### src/design/dxtbd_pkg.sv
`timescale 1ns / 1ps

package dxtbd_pkg;

   // block format codes held in the control register
   localparam logic [1:0] FMT_DXT1 = 2'd0;
   localparam logic [1:0] FMT_DXT3 = 2'd1;
   localparam logic [1:0] FMT_DXT5 = 2'd2;

   // channel positions inside a color triple
   localparam int CH_R = 0;
   localparam int CH_G = 1;
   localparam int CH_B = 2;

   // request queue between front and back
   localparam int QDEPTH = 2;
   localparam int QPTR_W = $clog2(QDEPTH);
   localparam int QCNT_W = $clog2(QDEPTH + 1);

   // index of the last texel in a block
   localparam logic [3:0] LAST_TEXEL = 4'd15;

   typedef enum logic [1:0] {
      ALPHA_OPAQUE,
      ALPHA_EXPLICIT,
      ALPHA_INTERP
   } alpha_mode_type;

   // one color as three 8-bit channels
   typedef logic [2:0][7:0] rgb_type;

   // classified block handed from front to back
   typedef struct packed {
      rgb_type         ep0;
      rgb_type         ep1;
      logic            four_color;
      logic [2:0][9:0] cnum2;
      logic [2:0][9:0] cnum3;
      logic [31:0]     cidx;
      alpha_mode_type  amode;
      logic            a_gt;
      logic [5:0][10:0] anum;
      logic [63:0]     aw;
   } desc_type;

   // x / 3 for x below 768, by reciprocal multiply
   function automatic logic [7:0] div3(input logic [9:0] x);
      logic [22:0] p;
      p = 23'(x) * 23'd5462;
      return p[21:14];
   endfunction

   // x / 5 for x up to 1275 (five times the largest alpha)
   function automatic logic [7:0] div5(input logic [10:0] x);
      logic [21:0] p;
      p = 22'(x) * 22'd3277;
      return p[21:14];
   endfunction

   // x / 7 for x below 1792
   function automatic logic [7:0] div7(input logic [10:0] x);
      logic [22:0] p;
      p = 23'(x) * 23'd2341;
      return p[21:14];
   endfunction

endpackage

### src/design/dxtbd_front.sv
`timescale 1ns / 1ps

module dxtbd_front (
   input  logic                req_valid,
   output logic                req_ready,
   input  logic [63:0]         req_color_word,
   input  logic [63:0]         req_alpha_word,
   input  logic [1:0]          block_format,
   input  logic                q_full,
   output logic                q_push,
   output dxtbd_pkg::desc_type q_data
);

   logic [15:0] c0;
   logic [15:0] c1;
   logic [10:0] a0;
   logic [10:0] a1;

   assign c0 = req_color_word[15:0];
   assign c1 = req_color_word[31:16];
   assign a0 = {3'b000, req_alpha_word[7:0]};
   assign a1 = {3'b000, req_alpha_word[15:8]};

   // accept a request whenever the queue has room
   assign req_ready = !q_full;
   assign q_push    = req_valid && !q_full;

   // classify the block and form the palette numerators
   always_comb begin
      logic [9:0] ca;
      logic [9:0] cb;
      q_data = '0;
      q_data.ep0[dxtbd_pkg::CH_R] = {c0[15:11], 3'b000};
      q_data.ep0[dxtbd_pkg::CH_G] = {c0[10:5], 2'b00};
      q_data.ep0[dxtbd_pkg::CH_B] = {c0[4:0], 3'b000};
      q_data.ep1[dxtbd_pkg::CH_R] = {c1[15:11], 3'b000};
      q_data.ep1[dxtbd_pkg::CH_G] = {c1[10:5], 2'b00};
      q_data.ep1[dxtbd_pkg::CH_B] = {c1[4:0], 3'b000};
      q_data.cidx = req_color_word[63:32];
      q_data.aw   = req_alpha_word;

      unique case (block_format)
         dxtbd_pkg::FMT_DXT3: q_data.amode = dxtbd_pkg::ALPHA_EXPLICIT;
         dxtbd_pkg::FMT_DXT5: q_data.amode = dxtbd_pkg::ALPHA_INTERP;
         default:             q_data.amode = dxtbd_pkg::ALPHA_OPAQUE;
      endcase

      // only dxt1 (and the unused code) can fall back to three colors
      q_data.four_color = (c0 > c1) || (block_format == dxtbd_pkg::FMT_DXT3) ||
                          (block_format == dxtbd_pkg::FMT_DXT5);

      // color numerators: thirds in four-color mode, mean in three-color mode
      for (int ch = 0; ch < 3; ch++) begin
         ca = {2'b00, q_data.ep0[ch]};
         cb = {2'b00, q_data.ep1[ch]};
         q_data.cnum2[ch] = q_data.four_color ? ((ca << 1) + cb + 10'd1)
                                              : (ca + cb + 10'd1);
         q_data.cnum3[ch] = ca + (cb << 1) + 10'd1;
      end

      // interpolated alpha numerators for palette entries two to seven
      q_data.a_gt = (a0 > a1);
      for (int j = 0; j < 6; j++) begin
         if (q_data.a_gt) begin
            q_data.anum[j] = 11'(6 - j) * a0 + 11'(j + 1) * a1;
         end else if (j <= 3) begin
            q_data.anum[j] = 11'(4 - j) * a0 + 11'(j + 1) * a1;
         end else begin
            q_data.anum[j] = '0;
         end
      end
   end

endmodule

### src/design/dxtbd_queue.sv
`timescale 1ns / 1ps

module dxtbd_queue (
   input  logic                clock,
   input  logic                reset,
   input  logic                push,
   input  dxtbd_pkg::desc_type push_data,
   output logic                full,
   output logic                pop_valid,
   input  logic                pop_ready,
   output dxtbd_pkg::desc_type pop_data
);

   dxtbd_pkg::desc_type             mem_ff [dxtbd_pkg::QDEPTH];
   logic [dxtbd_pkg::QPTR_W-1:0]    wr_ptr_ff, wr_ptr_in;
   logic [dxtbd_pkg::QPTR_W-1:0]    rd_ptr_ff, rd_ptr_in;
   logic [dxtbd_pkg::QCNT_W-1:0]    cnt_ff, cnt_in;
   logic                            pop;

   assign full      = (cnt_ff == dxtbd_pkg::QCNT_W'(dxtbd_pkg::QDEPTH));
   assign pop_valid = (cnt_ff != '0);
   assign pop       = pop_valid && pop_ready;
   assign pop_data  = mem_ff[rd_ptr_ff];

   // pointer and fill count update
   always_comb begin
      wr_ptr_in = wr_ptr_ff;
      rd_ptr_in = rd_ptr_ff;
      cnt_in    = cnt_ff;
      if (push) begin
         wr_ptr_in = (wr_ptr_ff == dxtbd_pkg::QPTR_W'(dxtbd_pkg::QDEPTH - 1)) ? '0
                                                                          : wr_ptr_ff + 1'b1;
      end
      if (pop) begin
         rd_ptr_in = (rd_ptr_ff == dxtbd_pkg::QPTR_W'(dxtbd_pkg::QDEPTH - 1)) ? '0
                                                                          : rd_ptr_ff + 1'b1;
      end
      if (push && !pop) begin
         cnt_in = cnt_ff + 1'b1;
      end else if (pop && !push) begin
         cnt_in = cnt_ff - 1'b1;
      end
   end

   always_ff @(posedge clock) begin
      if (reset) begin
         wr_ptr_ff <= '0;
         rd_ptr_ff <= '0;
         cnt_ff    <= '0;
      end else begin
         wr_ptr_ff <= wr_ptr_in;
         rd_ptr_ff <= rd_ptr_in;
         cnt_ff    <= cnt_in;
      end
   end

   // storage
   always_ff @(posedge clock) begin
      if (push) begin
         mem_ff[wr_ptr_ff] <= push_data;
      end
   end

endmodule

### src/design/dxtbd_back.sv
`timescale 1ns / 1ps

module dxtbd_back (
   input  logic                clock,
   input  logic                reset,
   input  logic                pop_valid,
   output logic                pop_ready,
   input  dxtbd_pkg::desc_type pop_data,
   output logic                rsp_valid,
   input  logic                rsp_ready,
   output logic [7:0]          rsp_red,
   output logic [7:0]          rsp_green,
   output logic [7:0]          rsp_blue,
   output logic [7:0]          rsp_alpha_out,
   output logic [1:0]          rsp_texel_x,
   output logic [1:0]          rsp_texel_y,
   output logic                rsp_last_texel
);

   // palette stage
   logic                      p_valid_ff, p_valid_in;
   logic [3:0][2:0][7:0]      p_cpal_ff, p_cpal_in;
   logic [7:0][7:0]           p_apal_ff, p_apal_in;
   dxtbd_pkg::alpha_mode_type p_amode_ff;
   logic [63:0]               p_aw_ff;
   logic [31:0]               p_cidx_ff;

   // texel stage
   logic                      s_valid_ff, s_valid_in;
   logic [3:0]                s_cnt_ff, s_cnt_in;
   logic [3:0][2:0][7:0]      s_cpal_ff;
   logic [7:0][7:0]           s_apal_ff;
   dxtbd_pkg::alpha_mode_type s_amode_ff;
   logic [63:0]               s_aw_ff;
   logic [31:0]               s_cidx_ff;

   // output register
   logic                      o_valid_ff, o_valid_in;
   logic [7:0]                o_red_ff, o_green_ff, o_blue_ff, o_alpha_ff;
   logic [1:0]                o_x_ff, o_y_ff;
   logic                      o_last_ff;
   logic [7:0]                t_alpha;
   logic [1:0]                t_cidx;
   logic [2:0]                t_aidx;
   logic [3:0]                t_nib;

   logic out_load, s_emit, s_done, s_load, p_load;

   // stage handoff
   assign out_load  = !o_valid_ff || rsp_ready;
   assign s_emit    = s_valid_ff && out_load;
   assign s_done    = s_emit && (s_cnt_ff == dxtbd_pkg::LAST_TEXEL);
   assign s_load    = p_valid_ff && (!s_valid_ff || s_done);
   assign pop_ready = !p_valid_ff || s_load;
   assign p_load    = pop_valid && pop_ready;

   always_comb begin
      p_valid_in = p_valid_ff;
      if (p_load) begin
         p_valid_in = 1'b1;
      end else if (s_load) begin
         p_valid_in = 1'b0;
      end
      s_valid_in = s_valid_ff;
      s_cnt_in   = s_cnt_ff;
      if (s_load) begin
         s_valid_in = 1'b1;
         s_cnt_in   = '0;
      end else if (s_done) begin
         s_valid_in = 1'b0;
      end else if (s_emit) begin
         s_cnt_in = s_cnt_ff + 1'b1;
      end
      o_valid_in = out_load ? s_valid_ff : o_valid_ff;
   end

   // finish the color and alpha palettes from the numerators
   always_comb begin
      p_cpal_in[0] = pop_data.ep0;
      p_cpal_in[1] = pop_data.ep1;
      for (int ch = 0; ch < 3; ch++) begin
         if (pop_data.four_color) begin
            p_cpal_in[2][ch] = dxtbd_pkg::div3(pop_data.cnum2[ch]);
            p_cpal_in[3][ch] = dxtbd_pkg::div3(pop_data.cnum3[ch]);
         end else begin
            p_cpal_in[2][ch] = pop_data.cnum2[ch][8:1];
            p_cpal_in[3][ch] = '0;
         end
      end
      p_apal_in[0] = pop_data.aw[7:0];
      p_apal_in[1] = pop_data.aw[15:8];
      for (int j = 0; j < 6; j++) begin
         if (pop_data.a_gt) begin
            p_apal_in[j+2] = dxtbd_pkg::div7(pop_data.anum[j]);
         end else if (j <= 3) begin
            p_apal_in[j+2] = dxtbd_pkg::div5(pop_data.anum[j]);
         end else if (j == 4) begin
            p_apal_in[j+2] = 8'd0;
         end else begin
            p_apal_in[j+2] = 8'd255;
         end
      end
   end

   // pick the current texel
   assign t_cidx = s_cidx_ff[{s_cnt_ff, 1'b0} +: 2];
   assign t_aidx = s_aw_ff[16 + 3 * s_cnt_ff +: 3];
   assign t_nib  = s_aw_ff[{s_cnt_ff, 2'b00} +: 4];

   always_comb begin
      unique case (s_amode_ff)
         dxtbd_pkg::ALPHA_EXPLICIT: t_alpha = {t_nib, t_nib};
         dxtbd_pkg::ALPHA_INTERP:   t_alpha = s_apal_ff[t_aidx];
         default:                   t_alpha = 8'd255;
      endcase
   end

   // control registers
   always_ff @(posedge clock) begin
      if (reset) begin
         p_valid_ff <= 1'b0;
         s_valid_ff <= 1'b0;
         s_cnt_ff   <= '0;
         o_valid_ff <= 1'b0;
      end else begin
         p_valid_ff <= p_valid_in;
         s_valid_ff <= s_valid_in;
         s_cnt_ff   <= s_cnt_in;
         o_valid_ff <= o_valid_in;
      end
   end

   // payload registers
   always_ff @(posedge clock) begin
      if (p_load) begin
         p_cpal_ff  <= p_cpal_in;
         p_apal_ff  <= p_apal_in;
         p_amode_ff <= pop_data.amode;
         p_aw_ff    <= pop_data.aw;
         p_cidx_ff  <= pop_data.cidx;
      end
      if (s_load) begin
         s_cpal_ff  <= p_cpal_ff;
         s_apal_ff  <= p_apal_ff;
         s_amode_ff <= p_amode_ff;
         s_aw_ff    <= p_aw_ff;
         s_cidx_ff  <= p_cidx_ff;
      end
      if (s_emit) begin
         o_red_ff   <= s_cpal_ff[t_cidx][dxtbd_pkg::CH_R];
         o_green_ff <= s_cpal_ff[t_cidx][dxtbd_pkg::CH_G];
         o_blue_ff  <= s_cpal_ff[t_cidx][dxtbd_pkg::CH_B];
         o_alpha_ff <= t_alpha;
         o_x_ff     <= s_cnt_ff[1:0];
         o_y_ff     <= s_cnt_ff[3:2];
         o_last_ff  <= (s_cnt_ff == dxtbd_pkg::LAST_TEXEL);
      end
   end

   assign rsp_valid      = o_valid_ff;
   assign rsp_red        = o_red_ff;
   assign rsp_green      = o_green_ff;
   assign rsp_blue       = o_blue_ff;
   assign rsp_alpha_out  = o_alpha_ff;
   assign rsp_texel_x    = o_x_ff;
   assign rsp_texel_y    = o_y_ff;
   assign rsp_last_texel = o_last_ff;

endmodule

### src/design/dxt_block_decoder_top.sv
`timescale 1ns / 1ps

// S3TC block decoder: each request carries one compressed 4x4 block (color word
// and alpha word) and yields sixteen texel responses in row-major order, one per
// cycle while rsp_ready is high, serialized through the single texel output
// register. A new request is taken while the previous block is still streaming
// out: a two-entry queue sits between the classifying front and the palette/texel
// back, and the back keeps one block in its palette stage while another drains.
// A request passes the queue, palette, texel and output registers before its
// first texel appears. csr_wr_data selects the format (0 DXT1, 1 DXT3, 2 DXT5,
// 3 treated as DXT1); the user must write it only while the block is idle; the
// block does not enforce this. No clearing pass follows reset.
module dxt_block_decoder_top (
   input  logic        clock,
   input  logic        reset,
   input  logic        req_valid,
   output logic        req_ready,
   input  logic [63:0] req_color_word,
   input  logic [63:0] req_alpha_word,
   output logic        rsp_valid,
   input  logic        rsp_ready,
   output logic [7:0]  rsp_red,
   output logic [7:0]  rsp_green,
   output logic [7:0]  rsp_blue,
   output logic [7:0]  rsp_alpha_out,
   output logic [1:0]  rsp_texel_x,
   output logic [1:0]  rsp_texel_y,
   output logic        rsp_last_texel,
   input  logic        csr_wr_en,
   input  logic [1:0]  csr_wr_data
);

   logic [1:0]          fmt_ff;
   logic                q_full, q_push, q_pop_valid, q_pop_ready;
   dxtbd_pkg::desc_type q_push_data, q_pop_data;

   // format register
   always_ff @(posedge clock) begin
      if (reset) begin
         fmt_ff <= dxtbd_pkg::FMT_DXT1;
      end else if (csr_wr_en) begin
         fmt_ff <= csr_wr_data;
      end
   end

   dxtbd_front u_front (
      .req_valid      (req_valid),
      .req_ready      (req_ready),
      .req_color_word (req_color_word),
      .req_alpha_word (req_alpha_word),
      .block_format   (fmt_ff),
      .q_full         (q_full),
      .q_push         (q_push),
      .q_data         (q_push_data)
   );

   dxtbd_queue u_queue (
      .clock     (clock),
      .reset     (reset),
      .push      (q_push),
      .push_data (q_push_data),
      .full      (q_full),
      .pop_valid (q_pop_valid),
      .pop_ready (q_pop_ready),
      .pop_data  (q_pop_data)
   );

   dxtbd_back u_back (
      .clock          (clock),
      .reset          (reset),
      .pop_valid      (q_pop_valid),
      .pop_ready      (q_pop_ready),
      .pop_data       (q_pop_data),
      .rsp_valid      (rsp_valid),
      .rsp_ready      (rsp_ready),
      .rsp_red        (rsp_red),
      .rsp_green      (rsp_green),
      .rsp_blue       (rsp_blue),
      .rsp_alpha_out  (rsp_alpha_out),
      .rsp_texel_x    (rsp_texel_x),
      .rsp_texel_y    (rsp_texel_y),
      .rsp_last_texel (rsp_last_texel)
   );

endmodule

### config.mk
export PLATFORM = sky130hd
export DESIGN_NAME = dxt_block_decoder_top
export DESIGN_NICKNAME = d
export VERILOG_FILES = /design/src/design/dxtbd_pkg.sv /design/src/design/dxtbd_front.sv /design/src/design/dxtbd_queue.sv /design/src/design/dxtbd_back.sv /design/src/design/dxt_block_decoder_top.sv
export SDC_FILE = /design/constraint.sdc
export NUM_CORES = 2
export LEC_CHECK = 0
export BUFFER_PORTS_ARGS = -buffer_cell sky130_fd_sc_hd__buf_2
export CAP_MARGIN = 30
export CELL_PAD_IN_SITES_DETAIL_PLACEMENT = 1
export CELL_PAD_IN_SITES_GLOBAL_PLACEMENT = 1
export CORE_MARGIN = 1
export CORE_UTILIZATION = 55
export DETAILED_ROUTE_END_ITERATION = 7
export GPL_ROUTABILITY_DRIVEN = 0
export MAX_ROUTING_LAYER = met4
export PLACE_DENSITY = 0.82
export SYNTH_ARGS = -nofsm -noshare
export SYNTH_HDL_FRONTEND = slang
export SYNTH_SLANG_ARGS = --single-unit
### constraint.sdc
create_clock -name clock -period 35.4 [get_ports clock]
set_clock_uncertainty 0.15 [all_clocks]
set_input_delay 10.62 -clock clock [delete_from_list [all_inputs] [get_ports clock]]
set_output_delay 10.62 -clock clock [all_outputs]
set_load 0.005 [all_outputs]
# Word level (Yosys, flattened, before mapping)
# Memories as Yosys holds them, arrays and structs flattened. A register that Yosys moved wholly into a read port is not among the register bits.
# Index checks and enable logic that the tools add are counted.
# totals
ff_bits	566
ramBits	516
in_bits	135
out_inout_bits	39
wordCells	191
n_memories	1
# mem_list
name	words	word_bits	rd	rd_clocked_by_memory_dff	wr	line_no	rtl
u_queue.mem_ff	2	258	1	1	1	dxtbd_queue.sv:14	dxtbd_pkg::desc_type mem_ff [dxtbd_pkg::QDEPTH];
# op_classes
add_sub_neg	34
mul	23
order_cmp	4
n_eq_ne	6
n_shift	3
mux	34
bitwise_logic	1
n_reduce_logical	24
# op_table
op	n
$mul 11x12->22 const B	10
$mul 10x12->21 const B	6
$add 10x1->10 const B	9
$mux 11	6
$mux 8	8
$shiftx 64x33->3	1
$shiftx 64x7->4	1
$bmux 24 s2	1
$mul 2x8->10 const A	4
$shiftx 32x6->2	1
$add 8x9->10	3
$add 9x8->10	3
$mux 10	3
$add 8x8->9	3
$bmux 8 s3	1
$mux 24	1
$add 11x9->11	2
$add 9x11->11	2
$mul 3x8->11 const A	2
$gt 16x16->1	1
$pmux 8 s2	1
$add 10x11->11	1
$add 10x8->11	1
$add 11x10->11	1
other kinds (25)	57

# Logic depth before layout (Yosys ltp)
# logic_depth
word_depth	11
depth_mapped	27
ltp_nobuf	22

# Hierarchy
# From an unflattened synthesis, not the netlist that was laid out.
# hier_totals
cells_unflattened	5587
hier_area_um2	74276.2
# modules_own_cells
mod	instances	cells_each	area_per_inst_um2
dxtbd_back	1	3658	46143.0
dxtbd_queue	1	874	20081.8
dxtbd_front	1	1049	7983.9
dxt_block_decoder_top	1	6	67.6

# Least setup slack after synthesis
# Ideal clock, no wire load.
# synth_timing
path_type	input port to flip-flop
startpoint	input port rsp_ready
endpoint	register u_back.s_cnt_ff[2]
setup_ns	0.135
arrival_time_ns	21.497
t_required_ns	35.115
setup_slack_ns	13.618
stages	6
n_path_buf	0
path_cell_list	nor2b_1 o21ai_0 inv_1 nor2_1 or2_2 nor3_1
# synth_between
elab_chain_cells	6
elab_cells_between_ends	8
classes_between	bitwise (1); reduce/logical (7)
# synth_rtl
item	line_no	rtl
start: declaration	dxt_block_decoder_top.sv:21	input logic rsp_ready,
$logic_or 1x1->1	dxtbd_back.sv:50	assign out_load = !o_valid_ff || rsp_ready;
$logic_and 1x1->1	dxtbd_back.sv:51	assign s_emit = s_valid_ff && out_load;
$logic_and 1x1->1	dxtbd_back.sv:52	assign s_done = s_emit && (s_cnt_ff == dxtbd_pkg::LAST_TEXEL);
$logic_or 1x1->1	dxtbd_back.sv:53	assign s_load = p_valid_ff && (!s_valid_ff || s_done);
$logic_and 1x1->1	dxtbd_back.sv:53	
named net u_back.s_load	dxtbd_back.sv:47	logic out_load, s_emit, s_done, s_load, p_load;
$reduce_or 2->1 (no line)	n/a	
end signal: assignment	dxtbd_back.sv:128	s_cnt_ff <= s_cnt_in;
end: declaration	dxtbd_back.sv:30	logic [3:0] s_cnt_ff, s_cnt_in;
# The timed path passes the listed nets, and every way through them passes these cells.
# A chain may end at the register's enable or synchronous reset.

==> impl_metrics.ini <==
[yosys]
synthArstFlopShare_pct = 0
synth_cell_types = 71
ys_ff_latch = 973
synthCells = 5304
syn-num-nets = 6897
synth_edf_count = 959
synth_ff_type = edfxtp_1
yosysWarnings = 0
synth_area_per_cell_um2 = 12.8
ys_seq_area_share_pct = 43.0
syn_area_um2 = 67600

[clock_tree]
cts.sinks = 973
cts_tree = done
post_cts_buffers = 0
path_clk_slew_ps = 60
root_buffer = clkbuf_16
cts_max_path_buffers = 3
cts_max_level = 3
insertion_delay_ps = 770
hold_buffers = 0
cts_resized = 0
cts_buffers = 103

[setup_path]
worstPathRequired_ps = 35670
cp-end-kind = register
cp_max_fo = 47
r2r_slack_ps = 27660
critPathArrivalTime_ps = 15350
critPathLaunchType = primary input
critPathKind = primary input to register

[floorplanning]
fp.dieW_um = 353
dieArea_um2 = 124000
core_um2 = 122000
rows = 128
io_pins = 174
fp.dieH_um = 353
floorplan.initialDensity_pct = 55.5

[global_routing]
grt_pass1_wl_um = 266000
antenna_found_initial = 14
grt.overflow.total = 0
grt_pass1_vias = 47500
grt_use_total_pct = 28.5
grt_max_degree = 154

[finish]
final_common_cell = ha_1
nets = 7121
drive_gt1_share_pct = 11.7
fill_cells = 12000
final_cells = 7250
final_cell_mix = ha_1 (1136), edfxtp_1 (959), inv_1 (888), fa_1 (322), nor2_1 (224)
syn2layout_area_growth_pct = 9.29

[sta]
hold_viol_final = 0
rsz0062_at_grt = no
finalCritPeriodShare_pct = 42.6
period_needed_ps = 15090
setup_tns_ps = 0
maxSlewViolCount = 0
worst_slew_pin_slew_ps = 1360
slew_headroom_pct = 9.50
setup_viol = 0
fmax_mhz = 66.3

[place]
dp_hpwl_um = 127000
io_buffers = 173
dp_cells = 7048

[drt]
drt_first_pass_iters = 7
via_count = 42100
routed_wirelength_um = 170000
ant_nets = 0
vias_per_cell = 5.81
post-route-drc-count = 0
drt_iter0_drc = 2249
wl_per_cell_um = 23.4

[hold_path]
min_path_type = register to register

[job]
maxCapViolations = 0

[status]
outcome = finished, final reports clean
==> registers in the layout (all words and copies together) (netlist names), 48 cells and up, named ones only <==
signal	flops
u_back.s_cpal_ff	80
u_back.s_aw_ff	64
u_back.p_cpal_ff	80
u_back.p_apal_ff	48
u_back.p_aw_ff	64
u_queue.mem_ff	470
u_back.s_apal_ff	48
==> cell usage after synthesis, types with 19 or more instances <==
| library cell | instances | area share [%] |
|---|---|---|
| a211oi_1 | 29 | 0.32 |
| a21o_1 | 83 | 0.92 |
| a21oi_1 | 215 | 1.6 |
| and3_1 | 19 | 0.18 |
| clkbuf_1 | 57 | 0.32 |
| edfxtp_1 | 959 | 43 |
| fa_1 | 322 | 9.5 |
| ha_1 | 1136 | 21 |
| inv_1 | 889 | 4.9 |
| mux2_2 | 203 | 3.4 |
| mux2i_1 | 78 | 1.2 |
| mux4_2 | 68 | 2.3 |
| nand2_1 | 104 | 0.58 |
| nand2b_1 | 25 | 0.23 |
| nand3_1 | 62 | 0.46 |
| nor2_1 | 226 | 1.3 |
| nor2b_1 | 44 | 0.41 |
| nor3_1 | 56 | 0.41 |
| o211ai_1 | 19 | 0.21 |
| o21a_1 | 34 | 0.38 |
| o21ai_0 | 97 | 0.72 |
| o21bai_1 | 46 | 0.51 |
| xnor2_1 | 168 | 2.2 |
| xor2_1 | 80 | 1.0 |
==> critical path: stages <==
cell and delay (ps):
buf_2 410, ha_1 330, nor2b_1 130, o21a_1 150, o21ai_0 160, nand2b_1 80, a21oi_1 140, o21ai_0 140
o21ai_4 320, buf_4 550, inv_1 440, mux2_2 390, ha_1 320, a21o_1 210, a21oi_1 230, o21bai_1 90
a21oi_1 240, nor2b_1 70, o21ai_0 140, nand2b_1 120
==> metrics by stage <==
stage	hold WS [ps]	util [%]	instance area, µm²	worst slack [ps]
2_1_floorplan	250	-	67600	13620
3_3_place_gp	251	57.9	70500	19760
3_5_place_dp	255	57.9	70600	19560
4_1_cts	234	60.6	73900	20330
5_1_grt	242	60.7	73900	19930
6_report	233	60.7	73900	20310
==> routing by layer <==
metal / track usage [%] / vias up / wire, µm / share of wire, %
li1: - / 19300 / - / -
met4: 10.7 / 0 / 6000 / 3.5
met2: 51.0 / 973 / 90500 / 53
met1: 32.9 / 21500 / 66900 / 39
met3: 2.79 / 319 / 6420 / 3.8
met5: - / - / 0 / 0
==> logic make-up (layout without fill, tap and decap cells) <==
kind of cell               count (synthesis)  in the layout  synth area share (%)
AOI/OAI and AO/OA                        650            650                  6.20
xor gates and xnor gates                 250            250                  3.28
adders and majority gates               1458           1458                  30.5
buffers and inverters                    976           1286                  5.48
DFF                                      973            973                  43.0
muxes                                    349            349                  6.80
other                                      0             11                     0
and+or+nand+nor                          648            648                  4.71
==> layout make-up <==
type / count / area (µm²) / area share (%)
inverter: 889 / 3340 / 4.52
tap: 1625 / 2030 / 2.75
clock inverter: 55 / 588 / 0.795
timing repair buffer: 206 / 1170 / 1.58
multi-input combinational: 3355 / 34900 / 47.3
sequential: 973 / 29100 / 39.3
antenna: 11 / 27.5 / 0.0372
clock buffer: 136 / 2740 / 3.71
==> worst paths after layout <==
kind | startpoint | endpoint | cells after the start
setup / recovery | req_alpha_word[1] | u_queue.mem_ff[1][107] | 20
hold reg to reg | u_back.p_aw_ff[52] | u_back.s_aw_ff[52] | 0
setup reg to reg | register | u_back.p_apal_ff[23] | 21
hold / removal | u_back.p_aw_ff[52] | u_back.s_aw_ff[52] | 0
Power is not shown: default switching activity piles up to over one toggle a cycle in this logic, so the estimate is an artifact.
